==> config.mk <==
export PLATFORM = sky130hd
export DESIGN_NAME = gtf_coordinate_delta_decoder
export DESIGN_NICKNAME = d
export VERILOG_FILES = /design/src/rtl/gcdd_pkg.sv /design/src/rtl/gcdd_cfg_regs.sv /design/src/rtl/gcdd_in_reg.sv /design/src/rtl/gcdd_core.sv /design/src/rtl/gtf_coordinate_delta_decoder.sv
export SDC_FILE = /design/constraint.sdc
export NUM_CORES = 1
export LEC_CHECK = 0
export BUFFER_PORTS_ARGS = -buffer_cell sky130_fd_sc_hd__buf_4
export CORE_ASPECT_RATIO = 2
export CORE_MARGIN = 2
export CORE_UTILIZATION = 65
export DETAILED_ROUTE_END_ITERATION = 10
export PLACE_DENSITY = 0.87
export SLEW_MARGIN = 20
export SYNTH_ARGS = -nofsm -noshare
export SYNTH_HDL_FRONTEND = slang
export SYNTH_SLANG_ARGS = --single-unit
==> constraint.sdc <==
create_clock -name clk -period 12.3 [get_ports clk]
set_input_delay 1.23 -clock clk [delete_from_list [all_inputs] [get_ports clk]]
set_output_delay 1.23 -clock clk [all_outputs]
set_load 0.05 [all_outputs]
==> src/rtl/gcdd_pkg.sv <==
// ----------------------------------------------------------------------------
// Coordinate delta decoder package
// Shared types and codes for the annotation coordinate delta decoder.
// ----------------------------------------------------------------------------
package gcdd_pkg;

	localparam int unsigned DataW  = 32;
	localparam int unsigned SeqW   = 8;
	localparam int unsigned KindW  = 3;
	localparam int unsigned FrameW = 2;
	localparam int unsigned CfgIdxW = 2;

	localparam logic [KindW-1:0] KIND_GENE        = 3'd0;
	localparam logic [KindW-1:0] KIND_TRANSCRIPT  = 3'd1;
	localparam logic [KindW-1:0] KIND_EXON        = 3'd2;
	localparam logic [KindW-1:0] KIND_CDS         = 3'd3;
	localparam logic [KindW-1:0] KIND_START_CODON = 3'd4;
	localparam logic [KindW-1:0] KIND_STOP_CODON  = 3'd5;

	localparam logic [FrameW-1:0] FRAME_UNSET = 2'd3;

	localparam logic [CfgIdxW-1:0] CFG_FILTER_ENABLE = 2'd0;
	localparam logic [CfgIdxW-1:0] CFG_RANGE_LOW     = 2'd1;
	localparam logic [CfgIdxW-1:0] CFG_RANGE_HIGH    = 2'd2;
	localparam logic [CfgIdxW-1:0] CFG_CHROM_INDEX   = 2'd3;

	localparam logic signed [DataW-1:0] RANGE_HIGH_RESET = 32'sh7FFF_FFFF;

	typedef struct packed {
		logic [KindW-1:0]         feature_kind;
		logic signed [DataW-1:0]  start_code;
		logic signed [DataW-1:0]  length_delta;
		logic                     strand_minus;
		logic [FrameW-1:0]        frame;
		logic [SeqW-1:0]          seq_number;
	} item_t;

	typedef struct packed {
		logic signed [DataW-1:0]  start_coord;
		logic signed [DataW-1:0]  end_pos;
		logic                     strand_minus;
		logic [FrameW-1:0]        frame;
		logic                     keep;
	} result_t;

	typedef struct packed {
		logic                     filter_enable;
		logic signed [DataW-1:0]  range_low;
		logic signed [DataW-1:0]  range_high;
		logic [SeqW-1:0]          chrom_index;
	} cfg_t;

endpackage

==> src/rtl/gcdd_cfg_regs.sv <==
// ----------------------------------------------------------------------------
// Configuration registers
// Holds the filter settings written through the plain write port.
// ----------------------------------------------------------------------------
module gcdd_cfg_regs (
	input  logic                              clk,
	input  logic                              arst_n,
	input  logic                              cfg_we,
	input  logic [gcdd_pkg::CfgIdxW-1:0]      cfg_index,
	input  logic [gcdd_pkg::DataW-1:0]        cfg_wdata,
	output gcdd_pkg::cfg_t                    cfg
);
	import gcdd_pkg::*;

	cfg_t cfg_q;

	always_ff @(posedge clk or negedge arst_n) begin
		if (!arst_n) begin
			cfg_q.filter_enable <= 1'b0;
			cfg_q.range_low     <= '0;
			cfg_q.range_high    <= RANGE_HIGH_RESET;
			cfg_q.chrom_index   <= '0;
		end else if (cfg_we) begin
			unique case (cfg_index)
				CFG_FILTER_ENABLE: cfg_q.filter_enable <= cfg_wdata[0];
				CFG_RANGE_LOW:     cfg_q.range_low     <= $signed(cfg_wdata);
				CFG_RANGE_HIGH:    cfg_q.range_high    <= $signed(cfg_wdata);
				CFG_CHROM_INDEX:   cfg_q.chrom_index   <= cfg_wdata[SeqW-1:0];
				default:           cfg_q               <= cfg_q;
			endcase
		end
	end

	assign cfg = cfg_q;

endmodule

==> src/rtl/gcdd_in_reg.sv <==
// ----------------------------------------------------------------------------
// Input register
// Captures one request and holds it until the result register can take it.
// ----------------------------------------------------------------------------
module gcdd_in_reg (
	input  logic            clk,
	input  logic            arst_n,
	input  logic            in_valid,
	output logic            in_stall,
	input  gcdd_pkg::item_t item_in,
	input  logic            res_free,
	output logic            valid_s1,
	output gcdd_pkg::item_t item_s1
);
	import gcdd_pkg::*;

	logic load;

	assign in_stall = valid_s1 && !res_free;
	assign load     = in_valid && !in_stall;

	always_ff @(posedge clk or negedge arst_n) begin
		if (!arst_n) begin
			valid_s1 <= 1'b0;
		end else if (load) begin
			valid_s1 <= 1'b1;
		end else if (res_free) begin
			valid_s1 <= 1'b0;
		end
	end

	always_ff @(posedge clk) begin
		if (load) begin
			item_s1 <= item_in;
		end
	end

endmodule

==> src/rtl/gcdd_core.sv <==
// ----------------------------------------------------------------------------
// Decoder core
// Holds the base and strand state and rebuilds positions from one record.
// ----------------------------------------------------------------------------
module gcdd_core (
	input  logic              clk,
	input  logic              arst_n,
	input  logic              fire,
	input  gcdd_pkg::item_t   item,
	input  gcdd_pkg::cfg_t    cfg,
	output gcdd_pkg::result_t res
);
	import gcdd_pkg::*;

	logic [DataW-1:0] transcript_base_q;
	logic [DataW-1:0] exon_base_q;
	logic             first_exon_pending_q;
	logic             strand_minus_q;

	logic [DataW-1:0] start_w;
	logic             strand_w;
	logic [FrameW-1:0] frame_w;
	logic             in_range;
	logic             chrom_ok;

	always_comb begin
		strand_w = strand_minus_q;
		unique case (item.feature_kind)
			KIND_GENE: begin
				start_w  = item.start_code;
				strand_w = item.strand_minus;
			end
			KIND_TRANSCRIPT: start_w = item.start_code + transcript_base_q;
			KIND_EXON: begin
				if (!strand_minus_q || first_exon_pending_q) begin
					start_w = exon_base_q + item.start_code;
				end else begin
					start_w = exon_base_q - item.start_code;
				end
			end
			default: start_w = item.start_code + transcript_base_q;
		endcase
	end

	always_comb begin
		case (item.feature_kind) inside
			KIND_CDS, KIND_START_CODON, KIND_STOP_CODON: frame_w = item.frame;
			default: frame_w = FRAME_UNSET;
		endcase
	end

	assign in_range = ($signed(start_w) >= cfg.range_low)
		&& ($signed(start_w) <= cfg.range_high);
	assign chrom_ok = {1'b0, item.seq_number} == ({1'b0, cfg.chrom_index} + 9'd1);

	assign res.start_coord  = $signed(start_w);
	assign res.end_pos      = $signed(start_w + item.length_delta);
	assign res.strand_minus = strand_w;
	assign res.frame        = frame_w;
	assign res.keep         = !cfg.filter_enable || (in_range && chrom_ok);

	always_ff @(posedge clk or negedge arst_n) begin
		if (!arst_n) begin
			transcript_base_q    <= '0;
			exon_base_q          <= '0;
			first_exon_pending_q <= 1'b0;
			strand_minus_q       <= 1'b0;
		end else if (fire) begin
			unique case (item.feature_kind)
				KIND_GENE: begin
					transcript_base_q <= start_w;
					strand_minus_q    <= item.strand_minus;
				end
				KIND_TRANSCRIPT: begin
					transcript_base_q    <= start_w;
					exon_base_q          <= start_w;
					first_exon_pending_q <= 1'b1;
				end
				KIND_EXON: begin
					exon_base_q          <= start_w;
					first_exon_pending_q <= 1'b0;
				end
				default: begin
					transcript_base_q <= transcript_base_q;
				end
			endcase
		end
	end

`ifndef SYNTHESIS
	a_gene_strand: assert property (@(posedge clk) disable iff (!arst_n)
		fire && item.feature_kind == KIND_GENE |=> strand_minus_q == $past(item.strand_minus))
		else $error("strand not taken from gene record");
	a_transcript_bases: assert property (@(posedge clk) disable iff (!arst_n)
		fire && item.feature_kind == KIND_TRANSCRIPT
		|=> first_exon_pending_q && exon_base_q == transcript_base_q)
		else $error("transcript record did not align bases");
	a_exon_clears: assert property (@(posedge clk) disable iff (!arst_n)
		fire && item.feature_kind == KIND_EXON |=> !first_exon_pending_q)
		else $error("first exon flag not cleared");
	a_idle_state: assert property (@(posedge clk) disable iff (!arst_n)
		!fire |=> $stable(transcript_base_q) && $stable(exon_base_q)
			&& $stable(strand_minus_q))
		else $error("state changed without a record");
`endif

endmodule

==> src/rtl/gtf_coordinate_delta_decoder.sv <==
// ----------------------------------------------------------------------------
// Annotation coordinate delta decoder
// Rebuilds absolute start and end positions of annotation records.
// ----------------------------------------------------------------------------
// A request passes through the input register and then the result register
// on its way to the outputs. Throughput: one request per cycle while the output
// is not stalled, set by the single decode step between the two registers.
// Reset clears all valid flags, the bases and the strand (plus) and returns
// the filter settings to their defaults; no clearing pass is needed.
module gtf_coordinate_delta_decoder (
	input  logic                                  clk,
	input  logic                                  arst_n,
	input  logic                                  cfg_we,
	input  logic [gcdd_pkg::CfgIdxW-1:0]          cfg_index,
	input  logic [gcdd_pkg::DataW-1:0]            cfg_wdata,
	input  logic                                  in_valid,
	output logic                                  in_stall,
	input  logic [gcdd_pkg::KindW-1:0]            feature_kind,
	input  logic signed [gcdd_pkg::DataW-1:0]     start_code,
	input  logic signed [gcdd_pkg::DataW-1:0]     length_delta,
	input  logic                                  strand_minus_in,
	input  logic [gcdd_pkg::FrameW-1:0]           frame_in,
	input  logic [gcdd_pkg::SeqW-1:0]             seq_number,
	output logic                                  out_valid,
	input  logic                                  out_stall,
	output logic signed [gcdd_pkg::DataW-1:0]     start_coord,
	output logic signed [gcdd_pkg::DataW-1:0]     end_pos,
	output logic                                  strand_minus_out,
	output logic [gcdd_pkg::FrameW-1:0]           frame_out,
	output logic                                  keep
);
	import gcdd_pkg::*;

	cfg_t    cfg;
	item_t   item_in;
	item_t   item_s1;
	logic    valid_s1;
	logic    res_free;
	logic    fire;
	result_t res;
	result_t res_s2;
	logic    valid_s2;

	assign item_in.feature_kind = feature_kind;
	assign item_in.start_code   = start_code;
	assign item_in.length_delta = length_delta;
	assign item_in.strand_minus = strand_minus_in;
	assign item_in.frame        = frame_in;
	assign item_in.seq_number   = seq_number;

	assign res_free = !valid_s2 || !out_stall;
	assign fire     = valid_s1 && res_free;

	gcdd_cfg_regs u_cfg (
		.clk       (clk),
		.arst_n    (arst_n),
		.cfg_we    (cfg_we),
		.cfg_index (cfg_index),
		.cfg_wdata (cfg_wdata),
		.cfg       (cfg)
	);

	gcdd_in_reg u_in (
		.clk      (clk),
		.arst_n   (arst_n),
		.in_valid (in_valid),
		.in_stall (in_stall),
		.item_in  (item_in),
		.res_free (res_free),
		.valid_s1 (valid_s1),
		.item_s1  (item_s1)
	);

	gcdd_core u_core (
		.clk    (clk),
		.arst_n (arst_n),
		.fire   (fire),
		.item   (item_s1),
		.cfg    (cfg),
		.res    (res)
	);

	always_ff @(posedge clk or negedge arst_n) begin
		if (!arst_n) begin
			valid_s2 <= 1'b0;
		end else if (res_free) begin
			valid_s2 <= valid_s1;
		end
	end

	always_ff @(posedge clk) begin
		if (fire) begin
			res_s2 <= res;
		end
	end

	assign out_valid        = valid_s2;
	assign start_coord      = res_s2.start_coord;
	assign end_pos          = res_s2.end_pos;
	assign strand_minus_out = res_s2.strand_minus;
	assign frame_out        = res_s2.frame;
	assign keep             = res_s2.keep;

`ifndef SYNTHESIS
	a_stall_cause: assert property (@(posedge clk) disable iff (!arst_n)
		in_stall |-> valid_s1 && valid_s2 && out_stall)
		else $error("input stalled without a blocked result");
	a_fire_fills: assert property (@(posedge clk) disable iff (!arst_n)
		fire |=> valid_s2)
		else $error("decoded request lost");
	a_keep_open: assert property (@(posedge clk) disable iff (!arst_n)
		valid_s2 && !cfg.filter_enable |-> keep)
		else $error("record dropped with filter disabled");
`endif

endmodule

# Word-level counts from Yosys, hierarchy flattened
# Index checks and enable logic that the tools add are counted.
[op_classes] n_addsub=5 order_cmp=2 eq_ne=9 mux=6 reduce_logical=28
[op_table] cell="$add 32x32->32" count=3
[op_table] cell="$pmux 32 s2" count=1
[op_table] cell="$ge 32x32->1" count=1
[op_table] cell="$le 32x32->1" count=1
[op_table] cell="$mux 32" count=1
[op_table] cell="$sub 32x32->32" count=1
[op_table] cell="$reduce_and 2->1" count=7
[op_table] cell="$add 8x1->9 const B" count=1
[op_table] cell="$eq 8x9->1" count=1
[op_table] cell="$eq 3x2->1 const B" count=2
[op_table] cell="$eq 3x3->1 const B" count=2
[op_table] cell="$logic_not 1->1" count=6
[op_table] cell="$logic_and 1x1->1" count=5
[op_table] cell="$eq 2x2->1 const B" count=2
[op_table] cell="$reduce_bool 2->1" count=2
[op_table] cell="$reduce_or 2->1" count=2
[op_table] cell="$eq 3x1->1 const B" count=1
[op_table] cell="$logic_not 3->1" count=1
[op_table] cell="$logic_or 1x1->1" count=3
[op_table] cell="$mux 1" count=3
[op_table] cell="$reduce_or 3->1" count=1
[op_table] cell="$eq 2x1->1 const B" count=1
[op_table] cell="$logic_not 2->1" count=1
[op_table] cell="$pmux 1 s2" count=1
[word_totals] register_bits=287 in_bits=117 out_inout_bits=70 wordCells=71

# Longest topological paths before layout
[depth] depth_word=8 mapped_depth=29 ltp_nobuf=28

# Modules after synthesis
# Synthesis repeated with hierarchy kept, for this count alone.
[unflattened] cells_unflattened=1667 hier_area_um2=17750.8
[by_module_without_submodules] mod="gcdd_core" n_inst=1 cells_each=1356 area_each_um2=10323.7 seq_area_each_um2=1651.6
[by_module_without_submodules] mod="gcdd_cfg_regs" n_inst=1 cells_each=156 area_each_um2=2937.8 seq_area_each_um2=1865.5
[by_module_without_submodules] mod="gcdd_in_reg" n_inst=1 cells_each=83 area_each_um2=2399.8 seq_area_each_um2=2367.3
[by_module_without_submodules] mod="gtf_coordinate_delta_decoder" n_inst=1 cells_each=72 area_each_um2=2089.5 seq_area_each_um2=2067.0

# Worst setup path after synthesis
# OpenSTA, ideal clock, no wires.
[synth_timing] path_kind="reg2reg" start="register, netlist name u_in.item_s1[48]" end="register res_s2 (netlist bit end_pos[29]) (data pin)" setup_time_ns=0.265 arrival_time_ns=5.383 required_time_ns=12.035 slack_ns=6.652 stages_incl_launch_ff=26 n_path_buf=0 period_less_slack_ns=5.648 cell_sequence="edfxtp_1 nor4_2 nand3b_1 or3_4 nor4_1 a21oi_1 xor2_1 ha_1 a2111o_1 o22a_1 o21ai_0 o31a_1 o21ai_1 xor2_1 mux2_2 nand2_1 o21ai_0 ha_1 nand2_1 o21ai_0 a21oi_1 o211ai_1 a21o_1 a21oi_1 o21ai_0 xor2_1"
[synth_rtl] element="end signal: assignment" line_no="gtf_coordinate_delta_decoder.sv:93" text="res_s2 <= res;"
[synth_rtl] element="end: declaration" line_no="gtf_coordinate_delta_decoder.sv:41" text="result_t res_s2;"

==> results.ini <==
[power_and_ir_drop]
design_power_total_uw = 6543
power.density_nw_per_um2 = 320.5
power.leakage_uw = 0.009151
ir_worst_vdd_uv = 233.8

[timing]
relSlewSlack = 0.3041
period_minus_slack_ns = 7.070
tns_ns = 0
layout_worst_path_cycle_share = 0.5748
slew_viol_final = 0
worst_pin_slew_ns = 1.041
finClkSkew_ns = 0.01481
fmax_mhz = 141.4
rsz0062_at_grt = no
hold_viol = 0
finalSetupViolCount = 0

[global_route]
busiest_layer = met2
grt_max_degree = 79
grt_use_total = 0.3522
grt_pass1_wl_um = 77170
grt_overflow = 0
grtUsageMet2 = 0.6319
use_met3 = 0.04600
antenna_found_initial = 0
first_global_vias = 14770
gr-usage-met1 = 0.3652

[clock_network]
cts_hold_buf = 0
cts_setup_buffers = 0
path_clk_slew_ns = 0.07
cts.sinks = 287
tritoncts = done
cts_resized = 0
htreeDepth = 1
clockBufferDepth = 3
cts_root_buffer = clkbuf_16
cts_made_buffers = 27
clock_latency_ns = 0.56

[setup_path]
cpMaxStageDelayCell = a21oi_1
cp_common_cell = a21oi_1
crit_buf_inv = 0
cp.required_ns = 12.70
cpPeakStageDelay_ns = 0.68
worstSetupEndpointType = flip-flop
crit_family = simple AND/OR/NAND/NOR gates
cp-start-kind = flip-flop
crit_path_max_fanout = 5
crit_arrival_ns = 7.47
crit_type = reg2reg

[placement]
io_buffers = 186
hpwl_um = 37100
placed_cells = 2167
gp_congestion = 0.9851

[synth]
syn_area_um2 = 17660
ys_types = 81
synth-edff-count = 146
ys_ff_latch = 287
yosys.area.top_type = edfxtp_1
synth_flop_cell = edfxtp_1
synthArstFlopShare = 0.4913
syn-num-nets = 1937
yosys.area.top_type_share = 0.2483
synth_area_leaders = edfxtp_1 (25%), dfrtp_1 (16%), ha_1 (11%)
yosys_warnings = 0
syn_inst = 1655
syn_area_per_cell_um2 = 10.67
yosysSeqAreaShare = 0.4503

[cells_and_area]
fin_util = 0.7619
drive_above_1_share = 0.2203
multi_input_area_um2 = 9216
area_growth_pct = 15.63
nFillCells = 1842
regArea_um2 = 7951
finalNonFillerCells = 2218
final_nets = 2131
antennaDiodeCount = 0

[status]
status = complete, no violations

[floorplan]
initial_core_util = 0.6589
rows = 85
die-area_um2 = 28580
die_width_um = 120.5
ioPinCount = 187
die_h_um = 237.1
core_area_um2 = 26800

[route]
totalWireLength_um = 50670
remaining_drc_errors = 0
wl_per_cell_um = 22.84
drt_pass1_iterations = 6
ant_nets = 0
vias_per_cell = 6.367
dr.first_iter.drc_count = 961
num_vias = 14120

[job]
timing.max_cap.violations = 0

[worst_hold_path]
min_path_type = reg2reg

## path summary, 6_finish.rpt
| kind | endpoint | cells past startpoint | slack, ns | startpoint |
|---|---|---|---|---|
| min | u_core.transcript_base_q[29]$_DFFE_PN0P_ | 2 | 0.48 | u_core.transcript_base_q[29]$_DFFE_PN0P_ |
| max in group asynchronous | u_core.strand_minus_q$_DFFE_PN0P_ | 2 | 10.15 | arst_n |
| max | keep$_DFFE_PP_ | 27 | 5.23 | u_in.item_s1[48]$_DFFE_PP_ |
| max reg2reg | keep$_DFFE_PP_ | 27 | 5.23 | u_in.item_s1[48]$_DFFE_PP_ |
| min in group asynchronous | u_cfg.cfg[64]$_DFFE_PN0P_ | 1 | 0.68 | arst_n |
| min reg2reg | u_core.transcript_base_q[29]$_DFFE_PN0P_ | 2 | 0.48 | u_core.transcript_base_q[29]$_DFFE_PN0P_ |
## tightest hold or removal path, stage by stage (launching register included)
cell and delay, ns:
dfrtp_1 0.35, nand2_1 0.05, nand2_1 0.05
## power breakdown
group / switching [uW] / internal (uW) / leakage [uW]
Combinational: 2520 / 1610 / 0.00568
Clock: 376 / 461 / 0.000422
Sequential: 173 / 1400 / 0.00305
Total: 3070 / 3470 / 0.00915
## through the flow
| step | setup WS (ns) | instance area [um^2] | hold slack, ns |
|---|---|---|---|
| floorplan | 6.652 | 17660 | 0.4428 |
| global placement | 5.654 | 19520 | 0.4617 |
| detailed placement | 5.315 | 19530 | 0.4655 |
| CTS | 5.327 | 20390 | 0.4788 |
| global route | 4.823 | 20420 | 0.5024 |
| finish | 5.230 | 20420 | 0.4755 |
## state kept, by name, summed over array words and instances, names as in the netlist
signal                       cells
keep                             1
strand_minus_out                 1
out_valid                        1
u_core.transcript_base_q        32
u_in.item_s1                    78
u_core.first_exon_pending_q      1
u_in.valid_s1                    1
u_core.exon_base_q              32
u_core.strand_minus_q            1
frame_out                        2
u_cfg.cfg                       73
end_pos                         32
start_coord                     32
## Yosys cell counts, drive strengths merged, types with 31 or more instances
library cell  number
a21o              63
a21oi            127
clkbuf            37
dfrtp            110
dfstp             31
edfxtp           146
ha               162
inv               87
mux2             102
nand2            159
nor2              71
o21ai             83
xnor2             78
xor2              49
## cells by family after synthesis
| family | after synthesis | share of synthesized area |
|---|---|---|
| compound gates | 420 | 0.1530 |
| xor+xnor | 127 | 0.06299 |
| fa+ha+maj | 165 | 0.1182 |
| buf+inv | 135 | 0.02877 |
| flops | 287 | 0.4503 |
| mux | 126 | 0.07886 |
| simple gates | 395 | 0.1079 |
## layout make-up
cell class | instances | share of cell area
multi-input combinational | 1233 | 0.4514
inverter | 87 | 0.01599
clock inverter | 15 | 0.006802
timing repair buffer | 213 | 0.07948
clock buffer | 35 | 0.03560
tap | 348 | 0.02132
sequential | 287 | 0.3894
## cells in the final DEF, fill, tap and decap left out, types with 6 or more instances in the layout
cell,instances
a21o_1,62
o21a_1,21
dfrtp_1,110
and2_1,6
nand2b_1,15
o21ai_0,78
nand3_1,29
a211oi_1,13
nor3_1,15
mux2_2,101
nor3b_1,7
xor2_1,49
nor2_1,70
o31ai_1,8
a31oi_1,20
edfxtp_1,146
a21oi_1,126
ha_1,162
nor2b_1,17
buf_4,211
mux2i_1,24
nand3b_1,6
o21bai_1,18
inv_1,87
and3_1,15
o211ai_1,17
xnor2_1,78
nand4_1,23
or3_1,7
clkbuf_16,27
dfstp_2,31
nand2_1,159
## layer usage
layer	up-vias	wire (um)
li1	6459	-
met1	6779	17150
met2	629	26400
met3	256	2638
met4	0	4469
met5	-	0
Note: power is estimated with default switching activity, not from simulation.
